--- config.mk ---
export PLATFORM = sky130hd
export DESIGN_NAME = pvc_ctrl
export DESIGN_NICKNAME = d
export VERILOG_FILES = /design/src/hw/rtl/pvc_pkg.sv /design/src/hw/rtl/pvc_ctrl.sv
export SDC_FILE = /design/constraint.sdc
export NUM_CORES = 1
export LEC_CHECK = 0
export BUFFER_PORTS_ARGS = -buffer_cell sky130_fd_sc_hd__buf_4
export CAP_MARGIN = 20
export CORE_UTILIZATION = 45
export CTS_CLUSTER_DIAMETER = 50
export DETAILED_ROUTE_END_ITERATION = 8
export GPL_ROUTABILITY_DRIVEN = 0
export PLACE_DENSITY_LB_ADDON = 0.08
export SLEW_MARGIN = 10
export SYNTH_ARGS = -nofsm -noshare
export SYNTH_HDL_FRONTEND = slang
export SYNTH_SLANG_ARGS = --single-unit
export TNS_END_PERCENT = 30
--- constraint.sdc ---
create_clock -name clk -period 2.7 [get_ports clk]
set_input_delay 0.81 -clock clk [delete_from_list [all_inputs] [get_ports clk]]
set_output_delay 0.81 -clock clk [all_outputs]
set_load 0.01 [all_outputs]
--- src/hw/rtl/pvc_pkg.sv ---
// ----------------------------------------------------------------------------
// pvc_pkg
// Shared types, constants and codes of the velocity PID controller.
// ----------------------------------------------------------------------------
`default_nettype none

package pvc_pkg;

  // value format: signed Q16.16
  localparam int VALUE_W   = 32;
  localparam int FRAC_BITS = 16;
  localparam int INTEG_W   = 48;
  localparam int ACC_W     = 64;
  localparam int IPART_W   = 80;
  localparam int PROD_W    = 2 * VALUE_W;

  // rate / 60 by reciprocal: q0 = (|rate| * RATE_RECIP) >> RECIP_SHIFT, then one fixup
  localparam int              RATE_DIV    = 60;
  localparam int              RECIP_SHIFT = 37;
  localparam logic [31:0]     RATE_RECIP  = 32'd2290649224;
  localparam int              RQ_W        = 26;

  // configuration port
  localparam int CFG_W     = 32;
  localparam int REG_IDX_W = 3;
  localparam int IVL_W     = 8;
  localparam int TOL_W     = 31;

  localparam logic [IVL_W-1:0] INTERVAL_RESET  = 8'd10;
  localparam logic [TOL_W-1:0] TOLERANCE_RESET = 31'd327680;

  // serial divider length
  localparam int DIV_STEPS = VALUE_W;

  typedef enum logic [REG_IDX_W-1:0] {
    REG_GAIN_P    = 3'd0,
    REG_GAIN_I    = 3'd1,
    REG_GAIN_D    = 3'd2,
    REG_INTERVAL  = 3'd3,
    REG_TOLERANCE = 3'd4
  } pvc_reg_t;

  typedef struct packed {
    logic signed [VALUE_W-1:0] target_speed;
    logic signed [VALUE_W-1:0] measured_rate;
    logic        [VALUE_W-1:0] now_seconds;
  } pvc_in_t;

  typedef struct packed {
    logic                      updated;
    logic signed [VALUE_W-1:0] drive_out;
    logic signed [VALUE_W-1:0] error_now;
    logic                      at_target;
  } pvc_out_t;

  typedef enum logic [4:0] {
    S_IDLE,
    S_CHECK,
    S_RATE_MUL,
    S_RATE_FIX,
    S_ERR,
    S_INT_MUL,
    S_INT_SAT,
    S_INT_ACC,
    S_P_MUL,
    S_P_ACC,
    S_I_MUL_LO,
    S_I_ACC_LO,
    S_I_MUL_HI,
    S_I_ACC_HI,
    S_I_ADD,
    S_D_WAIT,
    S_D_SAT,
    S_D_MUL,
    S_D_ACC,
    S_FINISH,
    S_OUT
  } pvc_state_t;

  typedef enum logic [4:0] {
    OP_NONE,
    OP_CHECK,
    OP_RATE_MUL,
    OP_RATE_FIX,
    OP_ERR,
    OP_INT_MUL,
    OP_INT_SAT,
    OP_INT_ACC,
    OP_P_MUL,
    OP_P_ACC,
    OP_I_MUL_LO,
    OP_I_ACC_LO,
    OP_I_MUL_HI,
    OP_I_ACC_HI,
    OP_I_ADD,
    OP_D_SAT,
    OP_D_MUL,
    OP_D_ACC,
    OP_COMMIT
  } pvc_op_t;

  // controller to datapath
  typedef struct packed {
    logic    take;
    logic    out_load;
    pvc_op_t op;
  } pvc_cmd_t;

  // datapath to controller
  typedef struct packed {
    logic upd;
    logic div_busy;
  } pvc_sts_t;

endpackage

`default_nettype wire

--- src/hw/rtl/pvc_ctrl.sv ---
// ----------------------------------------------------------------------------
// pvc_ctrl
// Sequencer of the controller: steps the datapath through one update and
// owns both handshakes.
// ----------------------------------------------------------------------------
`default_nettype none

module pvc_ctrl (
  input  wire logic              clk,
  input  wire logic              rst,
  input  wire logic              item_valid,
  output logic                   item_stall,
  output logic                   result_valid,
  input  wire logic              result_stall,
  input  wire pvc_pkg::pvc_sts_t sts,
  output pvc_pkg::pvc_cmd_t      cmd
);
  import pvc_pkg::*;

  pvc_state_t state;
  pvc_state_t state_next;
  logic       result_valid_next;

  // new request only taken while nothing is in work
  assign item_stall = (state != S_IDLE);

  // state register
  always_ff @(posedge clk) begin
    if (rst) begin
      state        <= S_IDLE;
      result_valid <= 1'b0;
    end else begin
      state        <= state_next;
      result_valid <= result_valid_next;
    end
  end

  // next state
  always_comb begin
    state_next = state;
    unique case (state)
      S_IDLE:     if (item_valid) state_next = S_CHECK;
      S_CHECK:    state_next = sts.upd ? S_RATE_MUL : S_OUT;
      S_RATE_MUL: state_next = S_RATE_FIX;
      S_RATE_FIX: state_next = S_ERR;
      S_ERR:      state_next = S_INT_MUL;
      S_INT_MUL:  state_next = S_INT_SAT;
      S_INT_SAT:  state_next = S_INT_ACC;
      S_INT_ACC:  state_next = S_P_MUL;
      S_P_MUL:    state_next = S_P_ACC;
      S_P_ACC:    state_next = S_I_MUL_LO;
      S_I_MUL_LO: state_next = S_I_ACC_LO;
      S_I_ACC_LO: state_next = S_I_MUL_HI;
      S_I_MUL_HI: state_next = S_I_ACC_HI;
      S_I_ACC_HI: state_next = S_I_ADD;
      S_I_ADD:    state_next = S_D_WAIT;
      S_D_WAIT:   if (!sts.div_busy) state_next = S_D_SAT;
      S_D_SAT:    state_next = S_D_MUL;
      S_D_MUL:    state_next = S_D_ACC;
      S_D_ACC:    state_next = S_FINISH;
      S_FINISH:   state_next = S_OUT;
      S_OUT:      if (!result_valid || !result_stall) state_next = S_IDLE;
      default:    state_next = S_IDLE;
    endcase
  end

  // datapath commands
  always_comb begin
    cmd.take     = (state == S_IDLE) && item_valid;
    cmd.out_load = (state == S_OUT) && (!result_valid || !result_stall);
    unique case (state)
      S_CHECK:    cmd.op = OP_CHECK;
      S_RATE_MUL: cmd.op = OP_RATE_MUL;
      S_RATE_FIX: cmd.op = OP_RATE_FIX;
      S_ERR:      cmd.op = OP_ERR;
      S_INT_MUL:  cmd.op = OP_INT_MUL;
      S_INT_SAT:  cmd.op = OP_INT_SAT;
      S_INT_ACC:  cmd.op = OP_INT_ACC;
      S_P_MUL:    cmd.op = OP_P_MUL;
      S_P_ACC:    cmd.op = OP_P_ACC;
      S_I_MUL_LO: cmd.op = OP_I_MUL_LO;
      S_I_ACC_LO: cmd.op = OP_I_ACC_LO;
      S_I_MUL_HI: cmd.op = OP_I_MUL_HI;
      S_I_ACC_HI: cmd.op = OP_I_ACC_HI;
      S_I_ADD:    cmd.op = OP_I_ADD;
      S_D_SAT:    cmd.op = OP_D_SAT;
      S_D_MUL:    cmd.op = OP_D_MUL;
      S_D_ACC:    cmd.op = OP_D_ACC;
      S_FINISH:   cmd.op = OP_COMMIT;
      default:    cmd.op = OP_NONE;
    endcase
  end

  // result register: loaded, or held while stalled
  always_comb begin
    if (cmd.out_load) begin
      result_valid_next = 1'b1;
    end else begin
      result_valid_next = result_valid && result_stall;
    end
  end

  // an accepted request always starts with the interval test
  a_take_check: assert property (@(posedge clk) disable iff (rst)
    (item_valid && !item_stall) |=> (state == S_CHECK))
    else $error("accepted request did not enter the interval test");

  // derivative is only read once the divider has finished
  a_div_done: assert property (@(posedge clk) disable iff (rst)
    (state == S_D_SAT) |-> !sts.div_busy)
    else $error("derivative taken while divider busy");

  // a waiting result is never overwritten
  a_no_overwrite: assert property (@(posedge clk) disable iff (rst)
    cmd.out_load |-> (!result_valid || !result_stall))
    else $error("result register overwritten while stalled");

endmodule

`default_nettype wire

### Word level (Yosys, flattened, before mapping)

Memory sizes are Yosys's and may differ from the RTL's. A register that Yosys moved wholly into a read port is not among the register bits.
Index checks and enable logic that the tools add are counted.

* bits in latches: 0
* memory bits (writable): 0
* memories kept: 1
* bits in read-only memories: 160
* input port bits: 6
* register bits: 6

* reduce and logical (&&, ||, !) cells: 9
* equal/unequal tests: 23
* bitwise operators: 0
* $add $sub $neg: 0
* $lt $le $gt $ge: 0
* multiply operators: 0
* multiplexer cells: 8
* shift-type cells: 0
* divide/modulo/power cells: 0

Memory list
* (no name shown): depth 32, bits a word 5, read ports 1, clocked after Yosys merged registers in 1, wr ports 0, RTL line pvc_ctrl.sv:71 `unique case (state)`

Operators with widths (count)
* one-hot mux 5 bit (21 select lines): 1
* == test 5 x 4 -> 1 bit (second input constant): 8
* 2-to-1 mux 5 bit: 6
* == test 5 bit (second input constant): 5
* == test 5 x 3 -> 1 bit (second input constant): 4
* == test 5 x 2 -> 1 bit (second input constant): 2
* inequality test 2 bit (second input constant): 3
* == test 5 x 1 -> 1 bit (second input constant): 1
* logical NOT 5 bit: 1
* nonzero test 5 bit: 1
* logical AND 1 bit: 3
* AND reduction 3 bit: 1
* logical NOT 1 bit: 2
* logical OR 1 bit: 1
* 2-to-1 mux 1 bit: 1

### Depth between registers and ports, before layout

Gate-level depths: netlist of the first run.

* depth after elaboration: 6
* mapped depth: 9
* gate-level depth less buffers: 8

### Worst setup path before layout of the first run

No wires, ideal clock.

* kind: input port to flip-flop
* start point: input sts[1] in the netlist's numbering
* end point: register, netlist name cmd[1]
* data arrival time: 2.025 ns
* buffers on the path: 0
* stages: 8
* setup slack: 0.583 ns
* library setup time: 0.092 ns
* cell sequence: nor4_1 -> o21ai_0 -> a21o_2 -> nor2b_1 -> inv_1 -> ha_1 -> o21a_1 -> nor4_1

* longest elaborated chain between the ends: 4

RTL lines
* from (decl): RTL line pvc_ctrl.sv:15 `input wire pvc_pkg::pvc_sts_t sts,`
* 2-to-1 mux 5 bit: RTL line pvc_ctrl.sv:43 `S_CHECK: state_next = sts.upd ? S_RATE_MUL : S_OUT;`
* one-hot mux 5 bit (21 select lines): RTL line pvc_ctrl.sv:41 `unique case (state)`
* 2-to-1 mux 5 bit (no source line) (2 in a row)

Every way passes these cells.
A chain may end at the register's enable or synchronous reset.

==> summary.md, run 1 <==
| Metric | Value |
|---|---|
| Die Footprint | `approximately 1800 um2` |
| TritonCTS Buffers | `3` |
| Top-Level Pins | `15` |
| Status | `finished clean` |
| Die X-Extent | `about 42 um` |
| CTS tree | `built` |
| Critical path endpoint category | `primary output` |
| Via count of the first global-routing pass | `approximately 570` |
| Critical-path top delay cell | `sky130_fd_sc_hd__dfxtp_1` |
| Leakage dissipation | `around 0.35 nW` |
| Number of warning messages in the yosys log | `0` |
| DRC violations left | `0` |
| Slew at the pin closest to its max-slew limit | `between 400 and 500 ps` |
| Unrepaired setup endpoints after global routing | `no` |
| Unique cell type count in the Yosys netlist | `32` |
| Per-cell via count in the routed design | `between 5 and 6` |
| Standard-cell row count | `14` |
| Worst hold path class | `flip-flop to flip-flop` |
| Min Tclk post-route | `~2300 ps` |
| Normalized max-slew margin | `0.706` |
| Synthesis-stage register bit count | `11` |
| Crit-path max FO | `11` |
| Drt total wl | `1430 um` |
| Clock sink total | `11` |
| Pin count of the biggest net entering global routing | `13` |
| Ordered list of cells on the worst path | `nor4b_4, nand2_1, a21oi_1, buf_4` |
| Fraction of final layout cells sized beyond drive strength 1 | `0.289` |
| Total iterations of the first detailed-routing run | `2` |
| Most common cell after layout, fill and taps aside | `sky130_fd_sc_hd__buf_4` |
| Number of setup buffers added after CTS | `0` |
| Gate count after technology mapping | `84` |
| Type of origin of the critical path | `flip-flop` |
| Post-CTS Hold Fix Bufs | `0` |
| Final core utilization | `0.552` |
| Post-route worst setup slack | `between 300 and 400 ps` |
| Synth Cell Area | `roughly 720 um2` |
| Number of nets in the synthesized netlist | `94` |
| Endpoints failing hold | `0` |
| CP top delay family | `flip-flops` |
| Syn avg cell area | `approximately 8.5 um2` |
| Via total after detailed routing | `between 600 and 700` |
| Initial core utilization | `0.482` |
| Post-synthesis sequential area ratio | `0.307` |
| Antenna Cells | `0` |
| Area Overhead vs Synth | `14.7%` |
| Routed wirelength normalized by instance count | `roughly 13 um` |
| Slew Limit Fails | `0` |
| Post-synth EDFFs | `0` |
| Most frequently used flop master after synthesis | `sky130_fd_sc_hd__dfxtp_1` |
| Number of buffers added on ports | `14` |
| Worst supply voltage drop on vdd | `between 0.2 and 0.3 mV` |
| Placeable core area | `roughly 1500 um2` |
| Post-synthesis async set-or-reset flop share | `0` |
| Critical path class | `flip-flop to primary output` |
| Hold slack | `516 ps` |
| Filler Cells Inserted | `143` |
| Library cell used as clock root buffer | `sky130_fd_sc_hd__clkbuf_4` |
| Clock insertion delay at the later pin of the skew report | `about 260 ps` |
| Combined buffer and inverter count along the critical path | `1` |
| Clock transition time at the flip-flop clock pins of the worst setup and hold paths | `approximately 60 ps` |
| Top library cells by usage in the layout, fill and taps aside | `15 x sky130_fd_sc_hd__buf_4, 11 x sky130_fd_sc_hd__dfxtp_1, 9 x sky130_fd_sc_hd__nor2_1` |
| First-pass GRT wire length | `between 2000 and 3000 um` |
| Crit share post-route | `0.853` |
| CTS resizes | `0` |
| Hpwl dp | `around 1100 um` |
| Required time of the critical path | `between 1500 and 2000 ps` |
| Power per cell area | `between 500 and 600 nW/um2` |
| Accumulated negative setup slack | `0 ps` |
| Die outline height | `around 42 um` |
| Max-cap violations | `0` |
| Net count reported at finish | `108` |
| All-Layer GR Usage | `0.185` |
| Delay contributed by the slowest stage of the critical path | `roughly 550 ps` |
| Maximum buffer depth of the clock tree | `2` |
| Final setup vio count | `0` |
| Gr ovfl total | `0` |
| Clock skew | `around 0.77 ps` |
| Maximum clock frequency | `between 400 and 500 MHz` |
| Dpl ws | `332 ps` |
| CP Data Arrival Time | `1490 ps` |
| Maximum level of the CTS H-tree | `1` |
| Initial antenna violation count | `0` |
| Starting DRT DRC Count | `9` |
| Post-DRT Antenna Nets | `0` |
==> cells in the mapped netlist, drive strengths merged (2+ instances only) <==
cell type  instances  area share
o21ai              4       0.033
nor2b              2       0.017
a211o              3       0.038
nand2              6       0.031
inv                3       0.016
dfxtp             11        0.31
nor2               9       0.047
nand3              7       0.049
a211oi             2       0.028
a21o               2       0.024
and3               3       0.035
a21oi              5       0.035
buf                5       0.065
nor4               2       0.017
nor3               2       0.014
o21a               2       0.021
ha                 4       0.070
a31oi              3       0.026
nor3b              3       0.031
==> state kept, by name, summed over array words and instances (netlist names) <==
name          count
cmd               5
state             5
result_valid      1
==> layer usage <==
layer | GRT usage | routed length (um) | vias to the layer above
met2 | 0.291 | 652 | 11
li1 | - | - | 329
met5 | 0 | 0 | -
met4 | 0.0387 | 9 | 0
met3 | 0.0652 | 64 | 3
met1 | 0.245 | 700 | 286
==> power by group <==
| group | internal [W] | leakage [nW] | switching, W |
|---|---|---|---|
| Clock | 0.0000572 | 0.0150 | 0.0000511 |
| Sequential | 0.000181 | 0.0901 | 0.0000251 |
| Combinational | 0.0000822 | 0.245 | 0.0000778 |
==> worst paths after layout <==
kind           startpoint           end  slack (ps)  cells past startpoint
max              state[4]        cmd[5]         400                      4
min          result_valid  result_valid         520                      2
max reg2reg      state[0]        cmd[1]         410                      8
min reg2reg  result_valid  result_valid         520                      2
==> logic make-up (layout without fill, tap and decap cells) <==
kind of cell | Yosys count | after routing | synth area share
flip-flops | 11 | 11 | 0.307
buffers and inverters | 9 | 22 | 0.0907
AO/OA/AOI/OAI | 22 | 22 | 0.222
AND/OR/NAND/NOR | 38 | 38 | 0.311
adder cells (fa/ha/maj) | 4 | 4 | 0.0698
==> layout make-up <==
cell class | count | area [um2] | area share
inverter | 3 | 11.3 | 0.0137
sequential | 11 | 220 | 0.268
timing repair buffer | 15 | 113 | 0.137
clock buffer | 4 | 26.3 | 0.0320
multi-input combinational | 64 | 432 | 0.525
tap | 16 | 20.0 | 0.0244
==> metrics by stage <==
step,total power (W),cell area [um2],std cells
final,0.000474,822,113
after global routing,0.000513,822,113
after CTS,0.000479,822,113
after detailed placement,0.000369,796,109
after global placement,0.000367,796,109
after floorplan,0.000322,717,84
==> tightest hold or removal path, delay by kind of cell, from the launching register on <==
kind               cells  cell delay (ps)
DFF                    1              340
and+or+nand+nor        1               70
AOI/OAI and AO/OA      1               50
Note: power is estimated with default switching activity, not from simulation.
==> run 2: changes to the inputs <==
Settings changed: CELL_PAD_IN_SITES_DETAIL_PLACEMENT from default to 1, CELL_PAD_IN_SITES_GLOBAL_PLACEMENT from default to 2, CORE_UTILIZATION 45 to 30, PLACE_DENSITY from default to 0.79, PLACE_DENSITY_LB_ADDON 0.08 to default, SETUP_SLACK_MARGIN from default to 0.3.
==> summary.md, run 2 (same netlist as run 1, synthesis figures left out) <==
| Metric | Value |
|---|---|
| Status | `finished clean` |
| Clock sink total | `11` |
| Hpwl dp | `1270 um` |
| Fraction of final layout cells sized beyond drive strength 1 | `0.333` |
| First-pass GRT wire length | `3040 um` |
| Top library cells by usage in the layout, fill and taps aside | `14 x sky130_fd_sc_hd__buf_4, 9 x sky130_fd_sc_hd__nor2_1, 7 x sky130_fd_sc_hd__nand3_1, 7 x sky130_fd_sc_hd__dfxtp_1, 6 x sky130_fd_sc_hd__nand2_1` |
| Crit-path max FO | `10` |
| Via count of the first global-routing pass | `~650` |
| Most common cell after layout, fill and taps aside | `sky130_fd_sc_hd__buf_4` |
| Proportion of total power due to net switching | `0.338` |
| Maximum clock frequency | `roughly 450 MHz` |
| Leakage dissipation | `0.347 nW` |
| Top-Level Pins | `15` |
| Die outline height | `50.9 um` |
| Total iterations of the first detailed-routing run | `4` |
| Min Tclk post-route | `roughly 2200 ps` |
| Required time of the critical path | `2870 ps` |
| Die Footprint | `between 2000 and 3000 um2` |
| Per-cell via count in the routed design | `roughly 5.2` |
| Unrepaired setup endpoints after global routing | `yes` |
| Net count reported at finish | `between 100 and 150` |
| Fraction of power consumed by combinational cells | `0.338` |
| Gr ovfl total | `0` |
| CP Data Arrival Time | `between 2000 and 2500 ps` |
| Area Overhead vs Synth | `17.3%` |
| Antenna Cells | `0` |
| Clock skew | `about 2.2 ps` |
| Clock transition time at the flip-flop clock pins of the worst setup and hold paths | `70 ps` |
| Critical path class | `flip-flop to flip-flop` |
| Maximum level of the CTS H-tree | `1` |
| Crit share post-route | `0.821` |
| Slew Limit Fails | `0` |
| Endpoints failing hold | `0` |
| Cell Int Power | `~0.00032 W` |
| Type of origin of the critical path | `flip-flop` |
| Worst supply voltage drop on vdd | `around 0.26 mV` |
| TritonCTS Buffers | `3` |
| Total power of the final layout | `0.000483 W` |
| Critical path endpoint category | `flip-flop` |
| Placeable core area | `roughly 2200 um2` |
| Pin count of the biggest net entering global routing | `13` |
| Normalized max-slew margin | `0.728` |
| Accumulated negative setup slack | `0 ps` |
| Post-DRT Antenna Nets | `0` |
| Clock network fraction of total power | `0.232` |
| Worst hold path class | `flip-flop to flip-flop` |
| Clock insertion delay at the later pin of the skew report | `between 200 and 300 ps` |
| Max-cap violations | `0` |
| Initial core utilization | `0.321` |
| CTS tree | `built` |
| Standard-cell row count | `17` |
| Routed wirelength normalized by instance count | `around 14 um` |
| Via total after detailed routing | `650` |
| Initial antenna violation count | `0` |
| Library cell used as clock root buffer | `sky130_fd_sc_hd__clkbuf_4` |
| DRC violations left | `0` |
| Number of buffers added on ports | `14` |
| Maximum buffer depth of the clock tree | `2` |
| Final setup vio count | `0` |
| Die X-Extent | `roughly 50 um` |
| Power per cell area | `574 nW/um2` |
| Post-CTS Hold Fix Bufs | `0` |
| Filler Cells Inserted | `just under 300` |
| Part of the power in registers | `0.430` |
| Slew at the pin closest to its max-slew limit | `407 ps` |
| All-Layer GR Usage | `0.155` |
| Drt total wl | `around 1700 um` |
| Net switching power | `0.000163 W` |
| Starting DRT DRC Count | `5` |
## run 2: changes by cell type in the layout (fill, tap and decap cells not counted), sizes merged
cell  change
buf       -1
## run 2: per-stage QoR
stage	instances	area (um2)	setup WS (ps)	utilization	hold WS (ps)
2_1_floorplan	84	717	583	-	512
3_3_place_gp	120	803	340	0.360	493
3_5_place_dp	120	803	271	0.360	495
4_1_cts	124	830	341	0.371	505
5_1_grt	124	841	277	0.376	547
6_report	124	841	482	0.376	502
## run 2: layer usage
layer	global-route usage	wire, um	vias to the layer above
li1	-	-	326
met1	0.203	835	311
met2	0.256	816	11
met3	0.0179	54	2
met4	0.0694	8	0
met5	0	0	-
## run 2: layout make-up
type | instances | area (um2) | area share
multi-input combinational | 64 | 438 | 0.521
sequential | 11 | 225 | 0.268
timing repair buffer | 14 | 105 | 0.125
tap | 28 | 35.0 | 0.0417
clock buffer | 4 | 26.3 | 0.0313
inverter | 3 | 11.3 | 0.0134
## run 2: final timing paths
| path | startpoint | endpoint | slack [ps] | cells after the start |
|---|---|---|---|---|
| min reg2reg | result_valid | result_valid | 500 | 2 |
| max reg2reg | state[0] | cmd[1] | 480 | 8 |
| min | result_valid | result_valid | 500 | 2 |
| max | state[0] | cmd[1] | 480 | 8 |
## run 2: worst max-delay path, cell delays in order (launching register included)
cell and delay, ps:
sky130_fd_sc_hd__dfxtp_2 450, sky130_fd_sc_hd__and3_2 270, sky130_fd_sc_hd__and4b_1 240, sky130_fd_sc_hd__a21o_2 120, sky130_fd_sc_hd__nor2b_1 230, sky130_fd_sc_hd__inv_1 110, sky130_fd_sc_hd__ha_1 300, sky130_fd_sc_hd__o21a_1 180
sky130_fd_sc_hd__nor4_1 210
## run 2: timing repair
action	4_1_cts	5_1_grt
buffers inserted	0	0
resized for setup	0	5
endpoints found under the setup margin	0	2
hold endpoints to repair	0	0
## run 2: power by group through the flow
stage                     combinational, W  clock (W)  sequential, W
after floorplan                   0.000126          0       0.000195
after global placement            0.000159          0       0.000209
after detailed placement          0.000161          0       0.000210
after CTS                         0.000162   0.000117       0.000206
after global routing              0.000184   0.000123       0.000212
final                             0.000163   0.000112       0.000208
==> run 3: changes to the inputs <==
Clock period 2.7 ns to 2.3 ns, I/O delays scaled along.
==> summary.md, run 3 (same netlist as run 1, synthesis figures left out) <==
| Metric | Value |
|---|---|
| Status | `finished clean` |
| TritonCTS Buffers | `3` |
| Maximum clock frequency | `approximately 470 MHz` |
| Fraction of power consumed by combinational cells | `0.413` |
| Crit share post-route | `0.932` |
| Number of cells in the design after placement | `125` |
| Final setup vio count | `0` |
| Routed wirelength normalized by instance count | `about 14 um` |
| Net count reported at finish | `roughly 120` |
| Die X-Extent | `50.9 um` |
| Net switching power | `0.000208 W` |
| CP Data Arrival Time | `between 1000 and 1500 ps` |
| Per-cell via count in the routed design | `5.14` |
| Clock sink total | `11` |
| Top-Level Pins | `15` |
| Clock network fraction of total power | `0.217` |
| Critical path class | `flip-flop to primary output` |
| Min Tclk post-route | `about 2100 ps` |
| CTS tree | `built` |
| Endpoints failing hold | `0` |
| Top library cells by usage in the layout, fill and taps aside | `22 x sky130_fd_sc_hd__buf_4, 8 x sky130_fd_sc_hd__nor2_1, 8 x sky130_fd_sc_hd__dfxtp_1` |
| Power per cell area | `between 600 and 700 nW/um2` |
| Leakage dissipation | `0.410 nW` |
| Routing usage on met1 | `0.181` |
| Fraction of final layout cells sized beyond drive strength 1 | `0.449` |
| Via count of the first global-routing pass | `~710` |
| Gr ovfl total | `0` |
| Origin of the worst min-delay path | `result_valid` |
| Die Footprint | `roughly 2600 um2` |
| All-Layer GR Usage | `0.162` |
| Post-DRT Antenna Nets | `0` |
| Clock insertion delay at the later pin of the skew report | `~280 ps` |
| Cell Int Power | `around 0.00040 W` |
| Reg-to-reg critical path startpoint | `state[3]` |
| DRC violations left | `0` |
| Pin count of the biggest net entering global routing | `13` |
| Maximum buffer depth of the clock tree | `2` |
| Total iterations of the first detailed-routing run | `3` |
| Standard-cell row count | `17` |
| Clock transition time at the flip-flop clock pins of the worst setup and hold paths | `approximately 70 ps` |
| Library cell used as clock root buffer | `sky130_fd_sc_hd__clkbuf_4` |
| Part of the power in registers | `0.370` |
| Accumulated negative setup slack | `0 ps` |
| Slew at the pin closest to its max-slew limit | `329 ps` |
| Area Overhead vs Synth | `36.5%` |
| Proportion of total power due to net switching | `0.340` |
| Number of buffers added on ports | `14` |
| Type of origin of the critical path | `flip-flop` |
| Critical path endpoint category | `primary output` |
| Global route hottest layer | `met2` |
| Met3 track demand over resource | `0.0298` |
| Placeable core area | `~2200 um2` |
| Drt total wl | `around 1900 um` |
| Max-cap violations | `0` |
| Initial antenna violation count | `0` |
| Crit-path max FO | `8` |
| Worst hold path class | `flip-flop to flip-flop` |
| Maximum level of the CTS H-tree | `1` |
| Layout Cells excl Fill | `135` |
| Unrepaired setup endpoints after global routing | `yes` |
| Via total after detailed routing | `roughly 700` |
| Hpwl dp | `1320 um` |
| Worst supply voltage drop on vdd | `about 0.37 mV` |
| Required time of the critical path | `approximately 1600 ps` |
| First-pass GRT wire length | `approximately 3100 um` |
| Launch point of the worst path | `state[0]` |
| Starting DRT DRC Count | `2` |
| Clock skew | `3.19 ps` |
| Most common cell after layout, fill and taps aside | `sky130_fd_sc_hd__buf_4` |
| Initial core utilization | `0.321` |
| Antenna Cells | `0` |
| Grt met2 use | `0.282` |
| Normalized max-slew margin | `0.779` |
| Die outline height | `between 50 and 60 um` |
| Slew Limit Fails | `0` |
run 3: final timing paths:
check	to	slack, ps	depth (start not counted)
setup / recovery	cmd[5]	160	5
hold / removal	result_valid	540	2
setup reg to reg	cmd[1]	320	9
hold reg to reg	result_valid	540	2
run 3: timing repair:
item                                    in CTS  in global routing
endpoints found under the setup margin       3                  5
hold buffers                                 0                  0
buffers inserted                             3                  3
pin swaps                                    2                  3
gates cloned                                 0                  0
gates resized for setup                      7                 12
run 3: power by group through the flow:
stage / registers, W / logic (W) / clock network [W]
5_1_grt: 0.000229 / 0.000276 / 0.000143
4_1_cts: 0.000224 / 0.000231 / 0.000136
3_5_place_dp: 0.000229 / 0.000225 / 0
2_1_floorplan: 0.000229 / 0.000148 / 0
3_3_place_gp: 0.000228 / 0.000221 / 0
6_report: 0.000227 / 0.000253 / 0.000133
run 3: area by class of cell:
type,count,area (um2)
Inverter,3,11.3
Sequential cell,11,229
Fill cell,275,1250
Multi-Input combinational cell,64,478
Clock buffer,4,26.3
Tap cell,28,35.0
Timing Repair Buffer,25,199
run 3: through the flow:
stage / utilization / power (W) / hold WS [ps] / setup slack [ps] / instance area [um2]
after floorplan: - / 0.000378 / 512 / 303 / 717
after global placement: 0.376 / 0.000448 / 495 / 119 / 841
after detailed placement: 0.376 / 0.000453 / 503 / -22.9 / 841
after CTS: 0.406 / 0.000591 / 513 / 215 / 906
after global routing: 0.438 / 0.000648 / 594 / 105 / 978
final: 0.438 / 0.000612 / 541 / 156 / 978
run 3: metal layers:
metal,vias to the layer above,wire (um)
met3,5,62
li1,352,-
met5,-,0
met4,0,47
met1,325,855
met2,12,964
run 3: critical path, cell delays in order, from the launching register on:
cell	delay, ps
sky130_fd_sc_hd__dfxtp_2	330
sky130_fd_sc_hd__buf_6	130
sky130_fd_sc_hd__nor4b_4	320
sky130_fd_sc_hd__nand2_1	150
sky130_fd_sc_hd__a21oi_2	120
sky130_fd_sc_hd__buf_4	120
